==> config.mk <==
export PLATFORM = sky130hd
export DESIGN_NAME = tlb_page_table_translator_unit
export DESIGN_NICKNAME = d
export VERILOG_FILES = /design/src/design/tpt_pkg.sv /design/src/design/tpt_tlb_cell.sv /design/src/design/tpt_page_table.sv /design/src/design/tlb_page_table_translator_unit.sv
export SDC_FILE = /design/constraint.sdc
export NUM_CORES = 2
export LEC_CHECK = 0
export ABC_CLOCK_PERIOD_IN_PS = 15500
export BUFFER_PORTS_ARGS = -buffer_cell sky130_fd_sc_hd__buf_2
export CAP_MARGIN = 20
export CORE_UTILIZATION = 45
export DETAILED_ROUTE_END_ITERATION = 7
export SYNTH_ARGS = -nofsm -noshare
export SYNTH_HDL_FRONTEND = slang
export SYNTH_SLANG_ARGS = --single-unit
==> constraint.sdc <==
create_clock -name i_clk -period 15.5 [get_ports i_clk]
set_clock_uncertainty 0.15 [all_clocks]
set_input_delay 3.1 -clock i_clk [delete_from_list [all_inputs] [get_ports i_clk]]
set_output_delay 3.1 -clock i_clk [all_outputs]
set_load 0.1 [all_outputs]
==> src/design/tpt_pkg.sv <==
// shared constants and types for the page table translator
package tpt_pkg;

    localparam int PAGE_COUNT  = 256;
    localparam int FRAME_COUNT = 256;
    localparam int TLB_DEPTH   = 16;

    localparam int ADDR_W      = 16;
    localparam int PAGE_W      = 8;
    localparam int OFFSET_W    = 8;
    localparam int FRAME_W     = 8;
    localparam int USER_W      = 3;

    localparam int PAGE_IDX_W  = $clog2(PAGE_COUNT);
    localparam int FCNT_W      = $clog2(FRAME_COUNT + 1);

    localparam logic [PAGE_W:0]     PAGE_LIMIT  = (PAGE_W + 1)'(PAGE_COUNT);
    localparam logic [FCNT_W-1:0]   FRAME_LIMIT = FCNT_W'(FRAME_COUNT);

    typedef struct packed {
        logic               valid;
        logic [PAGE_W-1:0]  page;
        logic [FRAME_W-1:0] frame;
    } t_tlb_entry;

    typedef struct packed {
        logic               valid;
        logic [FRAME_W-1:0] frame;
    } t_map_rd;

endpackage

==> src/design/tpt_tlb_cell.sv <==
// one tlb slot: holds an entry, compares it, passes it on when a new entry shifts in
module tpt_tlb_cell
    import tpt_pkg::*;
(
    input  logic               i_clk,
    input  logic               i_rst_n,
    input  logic               i_shift,
    input  t_tlb_entry         i_entry,
    input  logic [PAGE_W-1:0]  i_page,
    output t_tlb_entry         o_entry,
    output logic               o_hit,
    output logic [FRAME_W-1:0] o_frame
);

    t_tlb_entry r_entry;

    always_ff @(posedge i_clk) begin
        if (!i_rst_n) begin
            r_entry.valid <= 1'b0;
        end else if (i_shift) begin
            r_entry <= i_entry;
        end
    end

    assign o_entry = r_entry;
    assign o_hit   = r_entry.valid && (r_entry.page == i_page);
    assign o_frame = o_hit ? r_entry.frame : '0;

endmodule

==> src/design/tpt_page_table.sv <==
// page table: frame memory with registered read and per-page valid flops
module tpt_page_table
    import tpt_pkg::*;
(
    input  logic                  i_clk,
    input  logic                  i_rst_n,
    input  logic                  i_rd_en,
    input  logic [PAGE_IDX_W-1:0] i_rd_page,
    output t_map_rd               o_rd,
    input  logic                  i_wr_en,
    input  logic [PAGE_IDX_W-1:0] i_wr_page,
    input  logic [FRAME_W-1:0]    i_wr_frame
);

    logic [FRAME_W-1:0]    r_frame_mem [PAGE_COUNT];
    logic [PAGE_COUNT-1:0] r_valid;
    t_map_rd               r_rd;

    always_ff @(posedge i_clk) begin
        if (!i_rst_n) begin
            r_valid <= '0;
        end else if (i_wr_en) begin
            r_valid[i_wr_page] <= 1'b1;
        end
    end

    always_ff @(posedge i_clk) begin
        if (i_wr_en) begin
            r_frame_mem[i_wr_page] <= i_wr_frame;
        end
        if (i_rd_en) begin
            r_rd.frame <= r_frame_mem[i_rd_page];
            r_rd.valid <= r_valid[i_rd_page];
        end
    end

    assign o_rd = r_rd;

endmodule

==> src/design/tlb_page_table_translator_unit.sv <==
// top level: tlb cell row, page table and result register
// word and table read are registered, then ST_LOOK loads the result when the output is free
// a new word is taken only after the last one's page table read and tlb/table update
// a pending result may sit in the output register while the next word is taken
// frames are handed out in ascending order, so a counter tracks the lowest free one
// reset (synchronous, active low) empties the tlb, page table and frame pool at once
module tlb_page_table_translator_unit
    import tpt_pkg::*;
(
    input  logic              i_clk,
    input  logic              i_rst_n,
    input  logic              s_axis_tvalid,
    output logic              s_axis_tready,
    input  logic [15:0]       s_axis_tdata,   // [15:0] logical_address
    output logic              m_axis_tvalid,
    input  logic              m_axis_tready,
    output logic [15:0]       m_axis_tdata,   // [15:0] physical_address
    output logic [USER_W-1:0] m_axis_tuser    // [0] tlb_hit, [1] page_fault, [2] no_free_frame
);

    typedef enum logic {ST_IDLE, ST_LOOK} t_state;

    t_state              r_state;
    logic [PAGE_W-1:0]   r_page;
    logic [OFFSET_W-1:0] r_offset;
    logic [FCNT_W-1:0]   r_frames_used;
    logic                r_out_valid;
    logic [ADDR_W-1:0]   r_out_addr;
    logic [USER_W-1:0]   r_out_user;

    t_map_rd             map_rd;
    t_tlb_entry          cell_in  [TLB_DEPTH];
    t_tlb_entry          cell_out [TLB_DEPTH];
    logic                cell_hit [TLB_DEPTH];
    logic [FRAME_W-1:0]  cell_frame [TLB_DEPTH];

    logic                tlb_hit;
    logic [FRAME_W-1:0]  tlb_frame;
    logic                out_free;
    logic                finish;
    logic                in_range;
    logic                alloc;
    logic                insert;
    logic [FRAME_W-1:0]  new_frame;
    logic [FRAME_W-1:0]  use_frame;
    logic [ADDR_W-1:0]   n_addr;
    logic [USER_W-1:0]   n_user;
    t_tlb_entry          new_entry;

    assign s_axis_tready = (r_state == ST_IDLE);
    assign out_free      = !r_out_valid || m_axis_tready;
    assign finish        = (r_state == ST_LOOK) && out_free;

    // tlb row: new entry enters slot 0, the oldest falls off the far end
    assign new_entry.valid = 1'b1;
    assign new_entry.page  = r_page;
    assign new_entry.frame = use_frame;

    for (genvar g = 0; g < TLB_DEPTH; g++) begin : g_cell
        if (g == 0) begin : g_head
            assign cell_in[g] = new_entry;
        end else begin : g_link
            assign cell_in[g] = cell_out[g-1];
        end
        tpt_tlb_cell u_cell (
            .i_clk   (i_clk),
            .i_rst_n (i_rst_n),
            .i_shift (finish && insert),
            .i_entry (cell_in[g]),
            .i_page  (r_page),
            .o_entry (cell_out[g]),
            .o_hit   (cell_hit[g]),
            .o_frame (cell_frame[g])
        );
    end

    // a page is never held twice, so the matches can simply be or-ed
    always_comb begin
        tlb_hit   = 1'b0;
        tlb_frame = '0;
        for (int i = 0; i < TLB_DEPTH; i++) begin
            tlb_hit   = tlb_hit | cell_hit[i];
            tlb_frame = tlb_frame | cell_frame[i];
        end
    end

    tpt_page_table u_table (
        .i_clk      (i_clk),
        .i_rst_n    (i_rst_n),
        .i_rd_en    (s_axis_tvalid && s_axis_tready),
        .i_rd_page  (s_axis_tdata[OFFSET_W +: PAGE_IDX_W]),
        .o_rd       (map_rd),
        .i_wr_en    (finish && alloc),
        .i_wr_page  (r_page[PAGE_IDX_W-1:0]),
        .i_wr_frame (new_frame)
    );

    assign new_frame = FRAME_W'(r_frames_used);
    assign in_range  = ({1'b0, r_page} < PAGE_LIMIT);

    always_comb begin
        alloc     = 1'b0;
        insert    = 1'b0;
        use_frame = map_rd.frame;
        n_addr    = '0;
        n_user    = 3'b010;
        if (!in_range) begin
            n_user = 3'b010;
        end else if (tlb_hit) begin
            n_addr = {tlb_frame, r_offset};
            n_user = 3'b001;
        end else if (map_rd.valid) begin
            insert = 1'b1;
            n_addr = {map_rd.frame, r_offset};
            n_user = 3'b000;
        end else if (r_frames_used == FRAME_LIMIT) begin
            n_user = 3'b110;
        end else begin
            alloc     = 1'b1;
            insert    = 1'b1;
            use_frame = new_frame;
            n_addr    = {new_frame, r_offset};
            n_user    = 3'b010;
        end
    end

    always_ff @(posedge i_clk) begin
        if (!i_rst_n) begin
            r_state       <= ST_IDLE;
            r_out_valid   <= 1'b0;
            r_frames_used <= '0;
        end else begin
            case (r_state)
                ST_IDLE: begin
                    if (m_axis_tready) begin
                        r_out_valid <= 1'b0;
                    end
                    if (s_axis_tvalid) begin
                        r_page   <= s_axis_tdata[ADDR_W-1:OFFSET_W];
                        r_offset <= s_axis_tdata[OFFSET_W-1:0];
                        r_state  <= ST_LOOK;
                    end
                end
                ST_LOOK: begin
                    if (out_free) begin
                        r_out_valid <= 1'b1;
                        r_out_addr  <= n_addr;
                        r_out_user  <= n_user;
                        r_state     <= ST_IDLE;
                        if (alloc) begin
                            r_frames_used <= r_frames_used + 1'b1;
                        end
                    end
                end
                default: begin
                    r_state <= ST_IDLE;
                end
            endcase
        end
    end

    assign m_axis_tvalid = r_out_valid;
    assign m_axis_tdata  = r_out_addr;
    assign m_axis_tuser  = r_out_user;

endmodule

==> summary.md <==
| Metric | Value |
|---|---|
| Fin crit period | `~7.3 ns` |
| Final Hold Vio Count | `0` |
| Top cell type's share of synthesized area | `0.688` |
| FF/Latch Area | `76200 µm²` |
| Nets@finish | `about 5800` |
| # IOs | `41` |
| Vias in the first global route | `53600` |
| Period utilization | `0.471` |
| CP Class | `in -> reg` |
| Buffers on Ports | `40` |
| VDD IR max | `approximately 0.12 mV` |
| Synthesized area | `around 100000 µm²` |
| Hpwl dp | `156 mm` |
| Via-per-instance ratio | `6.05` |
| Area contributors post-synth | `edfxtp_1 69%, mux4_2 13%, dfxtp_1 5.5%` |
| Critical Path Start Type | `primary input` |
| Post-synth EDFFs | `~2300` |
| Dpl cell area | `between 100000 and 150000 µm²` |
| Clock-pin slew on the worst setup and hold paths | `0.06 ns` |
| GRT Resource Usage Total | `0.231` |
| Antenna Violating Nets Remaining | `0` |
| Via Count | `roughly 54000` |
| Post-layout util | `0.516` |
| Clk buf depth | `4` |
| First-pass GRT wire length | `385 mm` |
| Static Leak | `around 40 nW` |
| Die width | `479 µm` |
| Top_reg_cell synth | `edfxtp_1` |
| Mapped Nets | `5486` |
| Cells on worst reg2reg path | `12` |
| Hold Path End | `g_cell[6].u_cell.o_entry[7]` |
| Design Area, Final | `116000 µm²` |
| Crit Reg-Reg Endpoint | `g_cell[4].u_cell.o_entry[14]` |
| Achievable frequency | `137 MHz` |
| Detailed Route Iter0 Violations | `6602` |
| Grt total ovfl | `0` |
| Power Total | `0.0146 W` |
| Worst-path maximum fanout | `74` |
| Worst min path class | `reg -> reg` |
| Crit path arrival time | `roughly 7.8 ns` |
| Relative slew margins | `0.0365` |
| Worst reg-to-reg setup slack | `between 9 and 10 ns` |
| Final Wtd Congestion | `approximately 0.84` |
| #FFs+latches synth | `2631` |
| Worst Max-Slew Pin Slew | `1.45 ns` |
| Final hold slack | `approximately 0.29 ns` |
| Row cnt | `about 170` |
| Total clock sinks | `approximately 2600` |
| Htree depth | `5` |
| Average cell area after synthesis | `~19 µm²` |
| Cts hold-fix bufs | `0` |
| Die Ht | `between 400 and 500 µm` |
| Core area | `~230000 µm²` |
| Cells after Synth | `approximately 5500` |
| Pins Over Slew Limit | `0` |
| Status | `finished, final reports clean` |
| Unrepaired setup endpoints after global routing | `no` |
| Root Buffer | `clkbuf_16` |
| Most common cell in the synthesized netlist | `edfxtp_1` |
| Clock Latency Late Sink | `0.93 ns` |
| Hold Crit Start | `g_cell[5].u_cell.o_entry[7]` |
| DR DRC count | `0` |
| CP required | `around 16 ns` |
| CTS tree | `done` |
| Cell variety after synth | `57` |
| Wire per inst | `29.7 µm` |
| Largest net degree at the start of global routing | `around 210` |
| Layout cell share with drive strength beyond 1 | `0.241` |
| Setup violations, final | `0` |
| Setup Fix Bufs, Post-CTS | `0` |
| Area of the multi-input gates | `roughly 25000 µm²` |
| Die Footprint | `230000 µm²` |
| Power per cell area | `roughly 130 nW/µm²` |
| Gates resized, CTS repair | `0` |
| Initial antenna violation count | `11` |
| Drt total wl | `between 200 and 300 mm` |
| Warnings, synthesis | `0` |
| CTS buffer count | `290` |
| Hold path cells | `0` |
| Max cap viols | `0` |
| Seq/Total Area, Yosys | `0.743` |
| Area Growth Syn to Fin | `13.5%` |
| Crit end category | `flip-flop` |
| Worst r2r src | `r_page[7]` |
| Fillers | `between 15000 and 20000` |
| Top post-synthesis cells by count | `2348 x edfxtp_1, 595 x mux4_2, 428 x nand2_1, 283 x dfxtp_1, 250 x nor3_1` |
| Crit path launch | `s_axis_tdata[9]` |
| Pre-antenna DRT Iters | `8` |
| Ys async rst share | `0` |
| Starting Density | `0.454` |
| Area leader, netlist | `edfxtp_1` |
| Total Neg Setup Slack | `0 ns` |
[routing by layer]
metal / vias up / wire length, µm / track usage
met5: - / 38 / 0
met4: 6 / 7490 / 0.0680
met2: 2352 / 122000 / 0.350
met1: 28600 / 113000 / 0.340
li1: 22700 / - / -
met3: 423 / 22700 / 0.0465
[registers in the layout, summed over array words and instances (netlist names)]
name,flops
u_table.r_frame_mem,2048
g_cell.u_cell.o_entry,272
u_table.r_valid,256
m_axis_tdata,16
r_frames_used,9
u_table.o_rd,9
r_offset,8
r_page,8
m_axis_tuser,3
m_axis_tvalid,1
r_state,1
[cells by family after synthesis]
logic type	count (synthesis)	synth area share
xor+xnor	128	0.0109
buf+inv	386	0.0171
flops	2631	0.743
simple gates	958	0.0433
mux	808	0.152
compound gates	551	0.0335
fa+ha+maj	2	0.000244
[cells in the final DEF, fill, tap and decap left out, types with 43 or more instances in the layout]
| cell | synthesis | layout |
|---|---|---|
| xnor2_1 | 128 | 128 |
| nor2_1 | 65 | 64 |
| mux4_2 | 595 | 595 |
| buf_4 | 11 | 319 |
| nand2_1 | 428 | 424 |
| clkinv_1 | 0 | 47 |
| nand3_1 | 61 | 54 |
| clkinv_2 | 0 | 52 |
| clkbuf_1 | 185 | 63 |
| o21ai_1 | 140 | 140 |
| mux2i_1 | 194 | 194 |
| clkbuf_16 | 0 | 296 |
| dfxtp_1 | 283 | 275 |
| o21ai_0 | 129 | 129 |
| nor3_1 | 250 | 232 |
| a22oi_1 | 43 | 43 |
| edfxtp_1 | 2348 | 2348 |
[how the worst max path moves through the flow]
stage,depth (start not counted),to,slack [ns]
after floorplan,9,g_cell[0].u_cell.o_entry[0],3.52
after global placement,9,u_table.o_rd[4],7.01
after detailed placement,10,u_table.o_rd[6],7.26
after CTS,10,u_table.o_rd[6],8.23
after global routing,10,u_table.o_rd[6],8.10
final,10,u_table.o_rd[6],8.20
[area by class of cell]
type | count | share of cell area
Antenna cell | 7 | 0.000151
Multi-Input combinational cell | 2447 | 0.213
Timing Repair Buffer | 376 | 0.0251
Clock buffer | 372 | 0.0673
Sequential cell | 2631 | 0.655
Inverter | 9 | 0.000301
Clock inverter | 120 | 0.00703
Tap cell | 2992 | 0.0322
[stage by stage]
step | setup slack (ns) | std cells
global placement | 7.01 | 8441
floorplan | 3.52 | 5464
detailed placement | 7.26 | 8450
CTS | 8.23 | 8942
finish | 8.20 | 8954
global route | 8.10 | 8948
[critical path, cell delays in order]
cell and delay, ns:
buf_8 0.50, buf_4 0.74, buf_4 0.88, mux4_2 0.59, nand2b_1 0.15, a31oi_1 0.24, o21ai_0 0.15, nor3_1 0.91
a221oi_1 0.11, and3_1 0.26
[power breakdown]
part	switching [W]	internal [W]
logic	0.000332	0.000143
registers	0.0000276	0.00768
clock network	0.00269	0.00370
total	0.00305	0.0115
Note: power is estimated with default switching activity, not from simulation.
